`src/hdl/mpd_pkg.sv`:
```
// Package for the max pool downscaler: shared widths, defaults, register
// indexes and the structs that pass between its modules. No dependencies.
package mpd_pkg;

  localparam int MAX_LINE_DEF   = 4096;
  localparam int MAX_FACTOR_DEF = 16;
  localparam int PIXEL_BITS_DEF = 8;

  localparam int MAX_LINES  = 4096;
  localparam int FACTOR_W   = 5;
  localparam int LEN_W      = 13;
  localparam int ADDR_W     = 4;
  localparam int DATA_W     = 32;

  localparam logic [1:0] REG_FACTOR = 2'd0;
  localparam logic [1:0] REG_LENGTH = 2'd1;
  localparam logic [1:0] REG_COUNT  = 2'd2;

  localparam logic [FACTOR_W-1:0] FACTOR_RST = FACTOR_W'(2);
  localparam logic [LEN_W-1:0]    LENGTH_RST = LEN_W'(4096);
  localparam logic [LEN_W-1:0]    COUNT_RST  = LEN_W'(4096);

  // clamped geometry
  typedef struct packed {
    logic [FACTOR_W-1:0] factor;
    logic [LEN_W-1:0]    length;
    logic [LEN_W-1:0]    count;
  } cfg_t;

  // per-pixel control from the scan stage to the merge stage
  typedef struct packed {
    logic write;
    logic emit;
    logic last;
    logic first_row;
  } scan_ctl_t;

endpackage

```
`src/hdl/mpd_cfg.sv`:
```
// APB register file of the max pool downscaler; clamps the geometry and
// flags an image restart on every register write. Depends on mpd_pkg.
module mpd_cfg #(
  parameter int MAX_LINE   = mpd_pkg::MAX_LINE_DEF,
  parameter int MAX_FACTOR = mpd_pkg::MAX_FACTOR_DEF
) (
  input  logic                        clk,
  input  logic                        rst,
  input  logic                        psel,
  input  logic                        penable,
  input  logic                        pwrite,
  input  logic [mpd_pkg::ADDR_W-1:0]  paddr,
  input  logic [mpd_pkg::DATA_W-1:0]  pwdata,
  output logic [mpd_pkg::DATA_W-1:0]  prdata,
  output logic                        pready,
  output mpd_pkg::cfg_t               cfg,
  output logic                        restart
);
  import mpd_pkg::*;

  logic [FACTOR_W-1:0] factor;
  logic [LEN_W-1:0]    length;
  logic [LEN_W-1:0]    count;
  logic                wr;
  logic [1:0]          idx;

  assign pready = 1'b1;
  assign wr     = psel && penable && pwrite;
  assign idx    = paddr[3:2];

  always_ff @(posedge clk) begin
    if (rst) begin
      factor <= FACTOR_RST;
      length <= LENGTH_RST;
      count  <= COUNT_RST;
    end else if (wr) begin
      case (idx)
        REG_FACTOR: factor <= pwdata[FACTOR_W-1:0];
        REG_LENGTH: length <= pwdata[LEN_W-1:0];
        REG_COUNT:  count  <= pwdata[LEN_W-1:0];
        default: ;
      endcase
    end
  end

  always_comb begin
    restart = 1'b0;
    if (wr) begin
      case (idx)
        REG_FACTOR, REG_LENGTH, REG_COUNT: restart = 1'b1;
        default: restart = 1'b0;
      endcase
    end
  end

  always_comb begin
    case (idx)
      REG_FACTOR: prdata = DATA_W'(factor);
      REG_LENGTH: prdata = DATA_W'(length);
      REG_COUNT:  prdata = DATA_W'(count);
      default:    prdata = '0;
    endcase
  end

  always_comb begin
    if (factor == '0) begin
      cfg.factor = FACTOR_W'(1);
    end else if (32'(factor) > MAX_FACTOR) begin
      cfg.factor = FACTOR_W'(MAX_FACTOR);
    end else begin
      cfg.factor = factor;
    end
    if (length == '0) begin
      cfg.length = LEN_W'(1);
    end else if (32'(length) > MAX_LINE) begin
      cfg.length = LEN_W'(MAX_LINE);
    end else begin
      cfg.length = length;
    end
    if (count == '0) begin
      cfg.count = LEN_W'(1);
    end else if (32'(count) > MAX_LINES) begin
      cfg.count = LEN_W'(MAX_LINES);
    end else begin
      cfg.count = count;
    end
  end

endmodule

```
`config.mk`:
```
export PLATFORM = sky130hd
export DESIGN_NAME = mpd_cfg
export DESIGN_NICKNAME = d
export VERILOG_FILES = /design/src/hdl/mpd_pkg.sv /design/src/hdl/mpd_cfg.sv
export SDC_FILE = /design/constraint.sdc
export NUM_CORES = 1
export LEC_CHECK = 0
export ABC_AREA = 0
export ABC_CLOCK_PERIOD_IN_PS = 1400
export BUFFER_PORTS_ARGS = -buffer_cell sky130_fd_sc_hd__clkbuf_2
export CAP_MARGIN = 15
export CORE_ASPECT_RATIO = 1.2
export CORE_UTILIZATION = 48
export DETAILED_ROUTE_END_ITERATION = 7
export GPL_ROUTABILITY_DRIVEN = 0
export HOLD_SLACK_MARGIN = 0.06
export PLACE_DENSITY = 0.86
export SLEW_MARGIN = 10
export SYNTH_ARGS = -nofsm -noshare
export SYNTH_HDL_FRONTEND = slang
export SYNTH_SLANG_ARGS = --single-unit
```
`constraint.sdc`:
```
create_clock -name clk -period 1.4 [get_ports clk]
set_input_delay 0.14 -clock clk [delete_from_list [all_inputs] [get_ports clk]]
set_output_delay 0.14 -clock clk [all_outputs]
set_load 0.005 [all_outputs]
```
==> flow_metrics.py <==
metrics = {
    "sta": {
        "fmax_mhz": 714,
        "layout_setup_ws_ns": -0.00143,
        "fin_crit_sh_pct": 100,
        "drv_slew": 0,
        "grt_setup_unrepaired": "yes",
        "tns_ns": -0.00227,
        "fin_crit_ns": 1.40,
        "hold_ws_ns": 0.116,
        "hold_viol_final": 0,
        "finClkSkew_ns": 0,
        "setup_viol": 2,
    },
    "logic_synthesis": {
        "synthDistinctLibCells": 23,
        "synth_cells": 216,
        "ys_seq_area_share_pct": 32.5,
        "synth_common_cells": "nand2b_1, mux2i_1, dfxtp_1",
        "post-synth-top-area-cell": "dfxtp_1",
        "syn_area_per_cell_sq_um": 8.83,
        "ys.flop_type": "dfxtp_1",
        "synth-edff-count": 0,
        "synthArstFlopShare_pct": 0,
        "yosys_warnings": 0,
        "yosys-top-cells-area": "dfxtp_1, mux2i_1, nand2b_1, nor2b_1, buf_4",
        "syn-cell-area_sq_um": 1910,
        "ys_ff_latch": 31,
        "synth_top_area_share_pct": 32.5,
        "synth_most_common_cell": "nand2b_1",
    },
    "global_routing": {
        "antenna_found_initial": 0,
        "grt_max_degree": 30,
        "grt_pass1_wl_um": 7530,
        "grt_usage_pct": 23.3,
        "grt.overflow.total": 0,
        "grt_pass1_vias": 1640,
    },
    "status": {
        "status": "complete, but fails checks",
        "violations": "negative setup slack",
    },
    "die": {
        "die_h_um": 71.0,
        "die_w_um": 59.5,
        "initial_core_util_pct": 51.2,
        "die_area_sq_um": 4230,
        "fp-row-count": 24,
        "io_pins": 106,
        "fp.coreArea_sq_um": 3720,
    },
    "power_and_ir_drop": {
        "power.total_w": 0.00200,
        "power_density_nw_per_um2": 835,
        "vdd_drop_max_mv": 0.767,
        "leakagePower_nw": 1.14,
    },
    "worst_setup_path": {
        "cp-endpoint": "cfg[13]",
        "cp_max_fo": 4,
        "worstPathRequired_ns": 1.26,
        "reg2reg_slack_ns": 0.57,
        "rr_startpoint": "count[12]",
        "slowest_stage": "dfxtp_4",
        "reg2reg_depth": 2,
        "worstPathCellList": "nor4_4, a31oi_1, nor2_1, buf_2",
        "crit_path_end_kind": "output port",
        "r2r-end": "count[12]",
        "critPathLaunch": "length[4]",
        "critPathArrivalTime_ns": 1.26,
        "cp-start-kind": "register",
        "critPathMaxStageDelay_ns": 0.36,
        "path_class": "reg2out",
    },
    "detailed_routing": {
        "first_pass_iters": 7,
        "drtIter0Drc": 55,
        "ant_nets": 0,
        "vias_per_cell": 5.04,
        "drcViolationCount": 0,
        "dr_total_vias": 1673,
        "routed-wl-met3_um": 256,
        "routedWlPerCell_um": 14.1,
        "drt-total-wl_um": 4690,
        "highest_layer": "met4",
        "wl_met2_um": 2420,
        "wl_met1_um": 1910,
    },
    "cells_and_area": {
        "layout-area-overhead-vs-synth_pct": 25.3,
        "layout.nets": 320,
        "drive_gt1_share_pct": 35.4,
        "postLayoutCoreUtil_pct": 64.2,
        "antenna_cells": 0,
    },
    "clocking": {
        "numCtsBuffers": 5,
        "clk_pin_slew_worst_paths_ns": 0.07,
        "max-clock-path-buffers": 2,
        "ctsRootBufferMaster": "clkbuf_8",
        "htree_levels": 2,
        "cts_num_sinks": 31,
        "clk_latency_ns": 0.29,
        "cts_tree": "yes",
    },
    "placement": {
        "portBuffers": 64,
        "dpl_worst_slack_ns": 0.127,
        "dp_hpwl_um": 3460,
    },
    "job": {
        "cap_violations": 0,
    },
    "min_path": {
        "hp-class": "in2reg",
    },
}
routing by layer:
metal / vias up / track usage [%]
met4: 0 / 10.6
met3: 12 / 4.94
met1: 781 / 26.6
li1: 806 / -
met2: 74 / 40.7
met5: - / 0
state kept, by name (all words and copies together) (netlist names):
signal and cells:
count 13, factor 5, length 13
what timing repair did:
item / 4_1_cts / 5_1_grt
pin swaps: 6 / 3
hold buffers: 0 / 0
gates resized for setup: 8 / 9
setup buffers: 1 / 0
setup endpoints to repair: 2 / 3
where the power goes:
group          total, W  internal (W)  switching [W]
Clock          0.000882      0.000529       0.000352
Sequential     0.000907      0.000892      0.0000150
Combinational  0.000207      0.000101       0.000107
layout by cell type, fill, tap and decap left out, types with 2 or more instances in the layout:
cell type,n
nor2_1,9
nor4_2,2
nand2b_1,40
conb_1,20
a31oi_1,2
nor3_1,2
nor4_4,2
clkbuf_2,63
nor2b_1,26
nand4_1,2
nand2_1,5
a22o_1,8
dfxtp_1,23
o21ai_0,5
buf_4,10
mux2i_1,36
clkbuf_8,5
dfxtp_2,7
critical path, delay by kind of cell, from the launching register on:
kind	cells	cell delay (ns)
AOI/OAI and AO/OA	1	0.11
buffers and inverters	1	0.13
DFF	1	0.36
and+or+nand+nor	2	0.37
area by class of cell:
cell class | count | area (sq um)
Multi-Input combinational cell | 166 | 1160
Clock buffer | 5 | 68.8
Timing Repair Buffer | 75 | 415
Fill cell | 330 | 1330
Sequential cell | 31 | 633
Clock inverter | 3 | 43.8
Tap cell | 52 | 65.1
worst min path at each step:
stage / from / end / slack [ns] / cells past startpoint
after CTS: pwdata[5] / length[5] / 0.12 / 3
after floorplan: pwdata[1] / factor[1] / 0.30 / 2
final: pwdata[5] / length[5] / 0.12 / 3
after global routing: pwdata[7] / length[7] / 0.12 / 3
after detailed placement: pwdata[6] / length[6] / 0.42 / 3
after global placement: pwdata[6] / length[6] / 0.41 / 3
metrics by stage:
step                      cells  area (sq um)
after CTS                   332          2360
after global routing        332          2390
after floorplan             234          1970
after detailed placement    323          2210
final                       332          2390
after global placement      323          2210
cell families (layout without fill, tap and decap cells):
kind of cell	Yosys count	count (layout)	synth area share [%]
other	2	20	0.394
DFF	31	31	32.5
AOI/OAI and AO/OA	16	16	5.91
muxes	36	36	18.9
and+or+nand+nor	94	94	29.8
buffers and inverters	37	83	12.5
Power figures use the tool's default switching activity.
