==> src/hdl/mpd_pkg.sv <==
// Package for the max pool downscaler: shared widths, defaults, register
// indexes and the structs that pass between its modules. No dependencies.
package mpd_pkg;

  localparam int MAX_LINE_DEF   = 4096;
  localparam int MAX_FACTOR_DEF = 16;
  localparam int PIXEL_BITS_DEF = 8;

  localparam int MAX_LINES  = 4096;
  localparam int FACTOR_W   = 5;
  localparam int LEN_W      = 13;
  localparam int ADDR_W     = 4;
  localparam int DATA_W     = 32;

  localparam logic [1:0] REG_FACTOR = 2'd0;
  localparam logic [1:0] REG_LENGTH = 2'd1;
  localparam logic [1:0] REG_COUNT  = 2'd2;

  localparam logic [FACTOR_W-1:0] FACTOR_RST = FACTOR_W'(2);
  localparam logic [LEN_W-1:0]    LENGTH_RST = LEN_W'(4096);
  localparam logic [LEN_W-1:0]    COUNT_RST  = LEN_W'(4096);

  // clamped geometry
  typedef struct packed {
    logic [FACTOR_W-1:0] factor;
    logic [LEN_W-1:0]    length;
    logic [LEN_W-1:0]    count;
  } cfg_t;

  // per-pixel control from the scan stage to the merge stage
  typedef struct packed {
    logic write;
    logic emit;
    logic last;
    logic first_row;
  } scan_ctl_t;

endpackage

==> src/hdl/mpd_scan.sv <==
// Scan position tracking of the max pool downscaler: line and block counters,
// running maximum along the line, line store address. Depends on mpd_pkg.
module mpd_scan #(
  parameter int MAX_LINE   = mpd_pkg::MAX_LINE_DEF,
  parameter int PIXEL_BITS = mpd_pkg::PIXEL_BITS_DEF
) (
  input  logic                        clk,
  input  logic                        rst,
  input  mpd_pkg::cfg_t               cfg,
  input  logic                        restart,
  input  logic                        accept,
  input  logic [PIXEL_BITS-1:0]       pixel,
  output mpd_pkg::scan_ctl_t          ctl,
  output logic [$clog2(MAX_LINE)-1:0] addr,
  output logic [PIXEL_BITS-1:0]       max_out
);
  import mpd_pkg::*;

  localparam int AW    = $clog2(MAX_LINE);
  localparam int POS_W = LEN_W + 1;

  logic [LEN_W-1:0]      along, along_next;
  logic [LEN_W-1:0]      line, line_next;
  logic [FACTOR_W-1:0]   in_along, in_along_next;
  logic [FACTOR_W-1:0]   in_across, in_across_next;
  logic [AW-1:0]         column, column_next;
  logic [LEN_W-1:0]      blk_start, blk_start_next;
  logic [LEN_W-1:0]      row_start, row_start_next;
  logic [PIXEL_BITS-1:0] rmax, rmax_next;

  logic [POS_W-1:0]      f_ext, col_end, row_end;
  logic                  use_px, blk_last, along_wrap, line_wrap, across_wrap;
  logic [PIXEL_BITS-1:0] m;

  assign f_ext    = POS_W'(cfg.factor);
  assign col_end  = POS_W'(blk_start) + f_ext;
  assign row_end  = POS_W'(row_start) + f_ext;
  assign use_px   = (col_end <= POS_W'(cfg.length)) && (row_end <= POS_W'(cfg.count));
  assign m        = (in_along == '0 || pixel > rmax) ? pixel : rmax;
  assign blk_last = (FACTOR_W'(in_along + 1'b1) == cfg.factor);

  assign along_wrap  = (POS_W'(along) + POS_W'(1)) >= POS_W'(cfg.length);
  assign line_wrap   = (POS_W'(line) + POS_W'(1)) >= POS_W'(cfg.count);
  assign across_wrap = ((FACTOR_W + 1)'(in_across) + (FACTOR_W + 1)'(1))
                       >= (FACTOR_W + 1)'(cfg.factor);

  assign ctl.write     = use_px && blk_last;
  assign ctl.emit      = use_px && blk_last && (FACTOR_W'(in_across + 1'b1) == cfg.factor);
  assign ctl.first_row = (in_across == '0);
  assign ctl.last      = ((col_end + f_ext) > POS_W'(cfg.length))
                         && ((row_end + f_ext) > POS_W'(cfg.count));
  assign addr          = column;
  assign max_out       = m;

  always_comb begin
    along_next     = along;
    line_next      = line;
    in_along_next  = in_along;
    in_across_next = in_across;
    column_next    = column;
    blk_start_next = blk_start;
    row_start_next = row_start;
    rmax_next      = rmax;
    if (accept) begin
      if (use_px) begin
        rmax_next = m;
      end
      if (along_wrap) begin
        along_next     = '0;
        in_along_next  = '0;
        column_next    = '0;
        blk_start_next = '0;
        if (line_wrap) begin
          line_next      = '0;
          in_across_next = '0;
          row_start_next = '0;
        end else begin
          line_next = line + 1'b1;
          if (across_wrap) begin
            in_across_next = '0;
            row_start_next = row_start + LEN_W'(cfg.factor);
          end else begin
            in_across_next = in_across + 1'b1;
          end
        end
      end else begin
        along_next = along + 1'b1;
        if (blk_last) begin
          in_along_next  = '0;
          column_next    = column + 1'b1;
          blk_start_next = blk_start + LEN_W'(cfg.factor);
        end else begin
          in_along_next = in_along + 1'b1;
        end
      end
    end
  end

  always_ff @(posedge clk) begin
    if (rst || restart) begin
      along     <= '0;
      line      <= '0;
      in_along  <= '0;
      in_across <= '0;
      column    <= '0;
      blk_start <= '0;
      row_start <= '0;
      rmax      <= '0;
    end else begin
      along     <= along_next;
      line      <= line_next;
      in_along  <= in_along_next;
      in_across <= in_across_next;
      column    <= column_next;
      blk_start <= blk_start_next;
      row_start <= row_start_next;
      rmax      <= rmax_next;
    end
  end

endmodule

==> config.mk <==
export PLATFORM = sky130hd
export DESIGN_NAME = mpd_scan
export DESIGN_NICKNAME = d
export VERILOG_FILES = /design/src/hdl/mpd_pkg.sv /design/src/hdl/mpd_scan.sv
export SDC_FILE = /design/constraint.sdc
export NUM_CORES = 1
export LEC_CHECK = 0
export CAP_MARGIN = 20
export CORE_UTILIZATION = 45
export CTS_BUF_LIST = sky130_fd_sc_hd__clkbuf_8 sky130_fd_sc_hd__clkbuf_16
export CTS_CLUSTER_DIAMETER = 40
export DETAILED_ROUTE_END_ITERATION = 10
export DONT_BUFFER_PORTS = 1
export HOLD_SLACK_MARGIN = 0.06
export PLACE_DENSITY = 0.7
export SYNTH_ARGS = -nofsm -noshare
export SYNTH_HDL_FRONTEND = slang
export SYNTH_SLANG_ARGS = --single-unit
==> constraint.sdc <==
create_clock -name clk -period 7.3 [get_ports clk]
set_input_delay 1.825 -clock clk [delete_from_list [all_inputs] [get_ports clk]]
set_output_delay 1.825 -clock clk [all_outputs]
set_load 0.02 [all_outputs]
==> flow_summary.ini, run 1 <==
[power]
power_density_nw_per_um2 = 130
leakage_nw = 4.10
power_mw = 1.17
ir_drop_mv = 0.107

[timing]
fin_crit_sh_pct = 101
hold_violations = 0
timing.hold.ws_ns = 0.486
rsz0062_at_grt = yes
slew_viol_final = 0
max-slew-margin-rel_pct = 28.9
min_period_ns = 7.36
setup_ws_ns = -0.0591
timing.fmax_ghz = 0.136
skew_ns = 0.0103
tightest_slew_ns = 1.06
setup_tns_ns = -0.0591
setup_viol = 1

[layout]
diodes = 0
multi_input_area_sq_um = 5900
final_layout_size_suffix_gt1_share_pct = 15.3
fillCellCount = 1565
fin_util_pct = 54.0
area_delta_synth_final_pct = 16.0
nNetsFinal = 1166
seqCellArea_sq_um = 1640
stdcell_area_sq_um = 9020
instances_no_fill = 1226

[grt]
grt_pass1_vias = 6725
grt_pass1_wl_mm = 33.0
grt_max_degree = 42
gr-total-overflow = 0
grtUsageTotal_pct = 23.2
antenna_found_initial = 0

[cts]
cts_made_buffers = 9
htreeDepth = 3
cts-root-buf = clkbuf_16
cts.sinks = 82
path_clk_slew_ns = 0.06
clk_latency_ns = 0.35
clockBufferDepth = 2
cts_tree = yes
cts_hold_buf = 0

[yosys]
ys_types = 81
yosysWarningCount = 0
ys_seq_area_share_pct = 21.1
async_reset_ff_share_pct = 0
synth-edff-count = 0
synth_fp_nets = 1110
syn_avg_cell_area_sq_um = 8.22
syn_inst = 946
synth_flop_cell = dfxtp_1
synth_seq_cells = 82
synth_area_sq_um = 7770

[setup_path]
crit_path_start_kind = primary input
critPathKind = in2out
required_ns = 5.48
critical_path_arrival_ns = 5.53
endpoint_kind = primary output
worstPathMaxFanout = 8
reg2regPathDepth = 15

[min_path]
hold_path_class = reg2reg
hold_depth = 1

[routing]
vias = 7114
ant_nets = 0
wl_per_cell_microns = 16.7
vias_per_cell = 5.80
drc_errors = 0
first_pass_iters = 4
drtIter0Drc = 376
wirelength_mm = 20.5

[floorplan]
ioPinCount = 67
initial_utilization_pct = 46.5
chipWidth_microns = 133
die_h_microns = 133
dieArea_sq_um = 17800
core_sq_um = 16700
rows = 47

[outcome]
status = finished, violations left
violations = setup timing

[place]
gp_congestion = 0.882
numPortBuffers = 0
pre_cts_slack_ns = -0.118
dpl_cell_area_sq_um = 8390
dp_hpwl_mm = 15.7
dp.cells = 1198

[job]
max_cap_violations = 0
==> cells by family after synthesis <==
| kind of cell | synth area share (%) |
|---|---|
| buffers and inverters | 5.75 |
| AOI/OAI and AO/OA | 22.0 |
| DFF | 21.1 |
| and+or+nand+nor | 21.2 |
| xor gates and xnor gates | 8.23 |
| muxes | 1.84 |
| adders and majority gates | 19.9 |
==> what timing repair did <==
item	CTS	global route
gates resized for setup	13	31
pin swaps	7	25
setup endpoints to repair	3	3
buffers inserted	3	9
==> state kept, by name (all words and copies together), names as in the netlist <==
signal,cells
in_along,5
rmax,8
blk_start,13
row_start,13
addr,12
in_across,5
line,13
along,13
==> cell type report <==
cell class,count,share of cell area (%)
repair buffers,75,6.22
inverters,82,3.41
flip-flops and latches,82,18.2
clock buffers,9,2.50
clock inverters,6,1.19
multi-input cells,752,65.4
well taps,220,3.05
==> cell usage after synthesis (all sizes together) (6+ instances only) <==
cell type,number,share of area [%]
nand2b,11,0.89
a32o,13,1.7
dfxtp,82,21
nand4,19,1.7
xnor2,46,5.2
o211ai,6,0.58
o211a,6,0.77
or2,7,0.56
and3,16,1.4
buf,12,0.92
mux2,10,1.4
a22o,21,2.4
a21oi,70,4.6
nand2,62,3.0
a21o,19,1.8
inv,82,4.0
nor3,19,1.4
a211oi,7,0.68
nand3,64,4.1
o21ai,40,2.6
o21a,11,1.1
ha,117,19
nor2b,13,1.0
xor2,27,3.0
clkbuf,18,0.87
nor2,54,2.6
==> placed cells by master (no fill, tap or decap), types with 6 or more instances in the layout <==
master / count
a21o_1: 19
a21oi_1: 63
a21oi_2: 7
a22o_1: 21
a32o_1: 12
and3_1: 15
buf_4: 74
clkbuf_16: 9
dfxtp_1: 82
ha_1: 115
inv_1: 81
mux2_1: 8
nand2_1: 61
nand2b_1: 10
nand3_1: 64
nand4_1: 18
nor2_1: 52
nor2b_1: 13
nor3_1: 16
o211a_1: 6
o211ai_1: 6
o21a_1: 11
o21ai_0: 33
xnor2_1: 42
xor2_1: 26
==> where the power goes <==
group	total, mW	internal (mW)	switching [mW]
Combinational	0.193	0.0820	0.111
Clock	0.527	0.331	0.195
Sequential	0.452	0.450	0.00269
Total	1.17	0.863	0.309
==> per-layer routing <==
metal  part of all wire (%)  GRT usage, %
met3                    4.5          4.64
met5                      0             0
met2                     47          39.7
met1                     46          29.3
met4                    2.1          6.76
==> critical path, cell delays in order <==
cell and delay [ns]:
ha_4 0.15, fa_2 0.58, inv_2 0.04, fa_2 0.33, nor2b_1 0.11, o21ai_1 0.09, a21boi_1 0.20, o211ai_1 0.13
or4b_1 0.56, nand2b_4 0.17, xnor2_2 0.14, ha_1 0.29, nand4_1 0.09, nor2_2 0.13, o31ai_1 0.08, a32o_2 0.24
a32oi_2 0.18, buf_4 0.17
==> path summary, 6_finish.rpt <==
| kind | startpoint | endpoint | slack, ns |
|---|---|---|---|
| min reg2reg | blk_start[3] | blk_start[3] | 0.49 |
| min | blk_start[3] | blk_start[3] | 0.49 |
| max reg2reg | blk_start[0] | rmax[4] | 3.12 |
| max | cfg[26] | ctl[1] | -0.06 |
Note: power is estimated with default switching activity, not from simulation.
==> run 2: changes to the inputs <==
--- a/config.mk
+++ b/config.mk
@@ -13,5 +13,6 @@
 export DONT_BUFFER_PORTS = 1
 export HOLD_SLACK_MARGIN = 0.06
-export PLACE_DENSITY = 0.7
+export PLACE_DENSITY = 0.6
+export SLEW_MARGIN = 20
 export SYNTH_ARGS = -nofsm -noshare
 export SYNTH_HDL_FRONTEND = slang
==> constraint.sdc (replaced) <==
create_clock -name clk -period 7.3 [get_ports clk]
set_input_delay 0 -clock clk [delete_from_list [all_inputs] [get_ports clk]]
set_output_delay 0 -clock clk [all_outputs]
set_load 0.02 [all_outputs]
==> run 2 against run 1 <==
The flow now finishes without violations; worst hold slack worse by 0.42 ns; largest power group unchanged; critical path type is now reg2out; final cell count down 4.9%; die area unchanged.
==> flow_summary.ini, run 2 (same netlist as run 1, synthesis figures left out) <==
[outcome]
status = finished, final reports clean

[cts]
cts-root-buf = clkbuf_16
path_clk_slew_ns = 0.06
cts.sinks = 82
cts_made_buffers = 9
clk_latency_ns = 0.35
clockBufferDepth = 2
htreeDepth = 3
cts_setup_buffers = 0
cts_tree = yes
ctsResizeCount = 0

[floorplan]
chipWidth_microns = 133
die_h_microns = 133
rows = 47
core_sq_um = 16700
initial_utilization_pct = 46.5
dieArea_sq_um = 17800
ioPinCount = 67

[power]
pwr-share-seq_pct = 38.7
switching_share_pct = 26.8
comb_power_share_pct = 14.7
leakage_nw = 3.70
clockPowerShare_pct = 46.6
p_int_mw = 0.854
power.switching_mw = 0.313
ir_drop_mv = 0.137
power_density_nw_per_um2 = 139

[setup_path]
cp_num_cells = 14
slowest_delay_ns = 0.81
endpoint_kind = primary output
worstPathMaxFanout = 6
crit_family = compound AO/OA/AOI/OAI gates
path_buf_inv = 1
cp_slowest_cell = nor4_1
critical_path_arrival_ns = 5.28
critPathKind = reg2out
crit_path_start_kind = flip-flop
required_ns = 7.30
path_cells = ha_1, fa_1, a211o_1, a21oi_1, nor3b_1, xnor2_1, inv_1, ha_1, a211oi_1, o21ai_0, o211a_1, a2111oi_0, o21ai_0, nor4_1
reg2regPathDepth = 15

[min_path]
hold_path_class = in2reg
hold_depth = 3

[timing]
tightest_slew_ns = 1.02
rsz0062_at_grt = no
max-slew-margin-rel_pct = 31.8
fin_crit_sh_pct = 72.3
min_period_ns = 5.28
skew_ns = 0.00967
hold_violations = 0
setup_viol = 0
slew_viol_final = 0
timing.fmax_ghz = 0.189
setup_tns_ns = 0

[grt]
antenna_found_initial = 0
grt_pass1_wl_mm = 32.4
grtUsageTotal_pct = 22.8
gr-total-overflow = 0
grt_pass1_vias = 6398
grt_max_degree = 42

[routing]
wl_met1_mm = 9.25
wirelength_mm = 19.7
vias_per_cell = 5.84
first_pass_iters = 5
wl_met3_microns = 749
vias = 6810
met2RoutedLength_mm = 9.28
drtIter0Drc = 329
wl_per_cell_microns = 16.9
dr.max_layer_used = met4
drc_errors = 0
ant_nets = 0

[layout]
final_common_cell = ha_1
diodes = 0
final_layout_size_suffix_gt1_share_pct = 5.71
mostFrequentLayoutCells = ha_1 (117), dfxtp_1 (82), inv_1 (81)
fillCellCount = 1636
nNetsFinal = 1105
instances_no_fill = 1166
area_delta_synth_final_pct = 7.94

[place]
gp_congestion = 0.873
dp.cells = 1142
dp_hpwl_mm = 15.3
numPortBuffers = 0

[job]
max_cap_violations = 0
-- run 2: layout make-up --
| class | instances | area (sq um) | area share [%] |
|---|---|---|---|
| inverter | 82 | 308 | 3.67 |
| timing repair buffer | 14 | 125 | 1.49 |
| tap | 220 | 275 | 3.28 |
| multi-input combinational | 752 | 5690 | 67.8 |
| sequential | 82 | 1640 | 19.6 |
| clock inverter | 7 | 125 | 1.49 |
| clock buffer | 9 | 225 | 2.68 |
-- run 2: final timing paths --
| check | startpoint | to | slack (ns) |
|---|---|---|---|
| max | row_start[0] | ctl[2] | 2.02 |
| min | pixel[3] | rmax[3] | 0.06 |
| max reg2reg | row_start[0] | rmax[4] | 2.37 |
| min reg2reg | along[12] | along[12] | 0.47 |
-- run 2: tightest hold or removal path, stage by stage --
cell and delay, ns:
o21ai_0 0.08, a21oi_1 0.17, mux2_1 0.13
-- run 2: routing by layer --
metal	track usage, %	vias to the layer above
li1	-	3447
met1	30.0	3201
met2	38.2	137
met3	3.20	25
met4	7.39	0
met5	0	-
-- run 2: per-stage QoR --
stage / hold slack [ns] / cell area [sq um] / power [mW] / util [%] / worst slack (ns)
3_5_place_dp: 0.168 / 7950 / 0.628 / 47.6 / 2.53
6_report: 0.0635 / 8390 / 1.17 / 50.2 / 2.02
4_1_cts: 0.0636 / 8380 / 1.18 / 50.2 / 2.16
5_1_grt: 0.0856 / 8390 / 1.22 / 50.2 / 1.78
3_3_place_gp: 0.155 / 7950 / 0.626 / 47.6 / 2.64
2_1_floorplan: 0.223 / 7770 / 0.592 / - / 3.25
-- run 2: repair_timing --
| action | in CTS | in global routing |
|---|---|---|
| hold buffers | 8 | 0 |
| setup endpoints to repair | 0 | 0 |
| endpoints found under the hold margin | 15 | 0 |
-- run 2: power groups by stage --
stage	Sequential (mW)	Clock, mW	Combinational, mW
floorplan	0.462	0	0.130
global placement	0.462	0	0.163
detailed placement	0.462	0	0.166
CTS	0.452	0.554	0.171
global route	0.452	0.573	0.194
finish	0.452	0.544	0.171
==> run 3: changes to the inputs <==
- clock period: 7.3 -> 4.85 ns (I/O delays scaled with it)
==> run 3 against run 2 <==
Critical path depth up 6; critical endpoint is now ctl[1]; clock power increased by 28%; non-clock buffer count is 20 higher; worst setup slack lost 1.8 ns; design area grew 1.3%; power up 40%.
==> flow_summary.ini, run 3 (same netlist as run 1, synthesis figures left out) <==
[power]
leakage_nw = 3.77
switching_share_pct = 28.0
ir_drop_mv = 0.170
clockPowerShare_pct = 42.5
power.switching_mw = 0.458
power_density_nw_per_um2 = 193
pwr-share-seq_pct = 41.6
p_int_mw = 1.18
comb_power_share_pct = 15.9

[layout]
stdcell_area_sq_um = 8500
final_common_cell = ha_1
diodes = 0
instances_no_fill = 1186
nNetsFinal = 1125
fillCellCount = 1635
final_layout_size_suffix_gt1_share_pct = 7.97
mostFrequentLayoutCells = ha_1 (117), dfxtp_1 (82), inv_1 (81)
area_delta_synth_final_pct = 9.39

[setup_path]
r2r_start = row_start[0]
cp_slowest_cell = o41ai_1
crit_path_start_kind = flip-flop
slowest_delay_ns = 0.53
critPathKind = reg2out
required_ns = 4.85
startpoint = blk_start[0]
path_cells = ha_1, fa_2, a21o_1, a21oi_1, xnor2_1, ha_1, buf_4, nand2_1, o21a_1, o41ai_1, xor2_1, ha_1, a21oi_1, nor2b_1, o21ai_0, nand2_1, o2111ai_1, a32o_2, a32oi_1, buf_4
worstPathMaxFanout = 4
cpMostUsedCell = ha_1
critical_path_arrival_ns = 4.63
endpoint_kind = primary output

[routing]
wl_per_cell_microns = 16.5
vias = 6833
vias_per_cell = 5.76
ant_nets = 0
first_pass_iters = 5
drtIter0Drc = 352
wirelength_mm = 19.6
drc_errors = 0

[grt]
antenna_found_initial = 0
grt_pass1_vias = 6502
gr-total-overflow = 0
grt_max_degree = 42
grt_pass1_wl_mm = 32.4
grtUsageTotal_pct = 22.7

[timing]
hold_violations = 0
slew_viol_final = 0
min_period_ns = 4.63
skew_ns = 0.0109
tightest_slew_ns = 1.06
setup_viol = 0
max-slew-margin-rel_pct = 29.0
fin_crit_sh_pct = 95.5
setup_tns_ns = 0
timing.fmax_ghz = 0.216

[cts]
clockBufferDepth = 2
cts_tree = yes
htreeDepth = 3
cts.sinks = 82
path_clk_slew_ns = 0.06
cts-root-buf = clkbuf_16
clk_latency_ns = 0.35
cts_made_buffers = 9

[floorplan]
die_h_microns = 133
ioPinCount = 67
initial_utilization_pct = 46.5
dieArea_sq_um = 17800
rows = 47
chipWidth_microns = 133
core_sq_um = 16700

[place]
dp_hpwl_mm = 15.2
dpl_cell_area_sq_um = 8060
dp.cells = 1156
numPortBuffers = 0
gp_congestion = 0.882

[outcome]
status = finished, final reports clean

[job]
max_cap_violations = 0

[min_path]
worstHoldStart = pixel[4]
hold_path_class = in2reg
## run 3: path summary, 6_finish.rpt
path,to,slack [ns],cells past startpoint
worst max-delay path,ctl[1],0.22,20
worst min-delay path,rmax[4],0.07,3
worst max register to register,rmax[3],0.56,16
worst min register to register,along[12],0.47,1
## run 3: worst max-delay path, delay by kind of cell, from the launching register on
family,cells,cell delay (ns)
AND/OR/NAND/NOR,3,0.24
flip-flops,1,0.33
buffers and inverters,2,0.30
AO/OA/AOI/OAI,9,1.83
XOR/XNOR,2,0.28
adder cells (fa/ha/maj),4,1.30
## run 3: per-layer routing
layer / part of all wire (%) / track usage (%) / up-vias
li1: - / - / 3478
met1: 47 / 29.6 / 3216
met2: 48 / 39.0 / 125
met3: 3.9 / 4.07 / 14
met4: 1.2 / 4.42 / 0
met5: 0 / 0 / -
## run 3: final cells by class
class / instances / area, sq um / area share, %
Multi-Input combinational cell: 752 / 5700 / 67.1
Sequential cell: 82 / 1640 / 19.3
Inverter: 82 / 308 / 3.62
Timing Repair Buffer: 34 / 280 / 3.30
Tap cell: 220 / 275 / 3.24
Clock buffer: 9 / 225 / 2.65
Clock inverter: 7 / 70.1 / 0.824
## run 3: power by group through the flow
stage	sequential [mW]	clock (mW)	combinational [mW]
CTS	0.681	0.713	0.257
global route	0.681	0.746	0.297
global placement	0.696	0	0.248
detailed placement	0.696	0	0.248
finish	0.681	0.696	0.261
floorplan	0.695	0	0.195
## run 3: timing repair
item / in CTS / in global routing
endpoints found under the hold margin: 17 / 0
hold buffers: 10 / 0
endpoints found under the setup margin: 0 / 1
setup buffers: 0 / 4
gates resized for setup: 0 / 7
## run 3: stage by stage
step | setup slack [ns] | power, mW | utilization [%] | hold WS, ns
after floorplan | 0.803 | 0.890 | - | 0.223
after global routing | -0.0109 | 1.72 | 50.9 | 0.0760
after global placement | 0.520 | 0.944 | 48.3 | 0.159
final | 0.217 | 1.64 | 50.9 | 0.0669
after detailed placement | 0.480 | 0.944 | 48.3 | 0.163
after CTS | 0.0996 | 1.65 | 50.6 | 0.0688
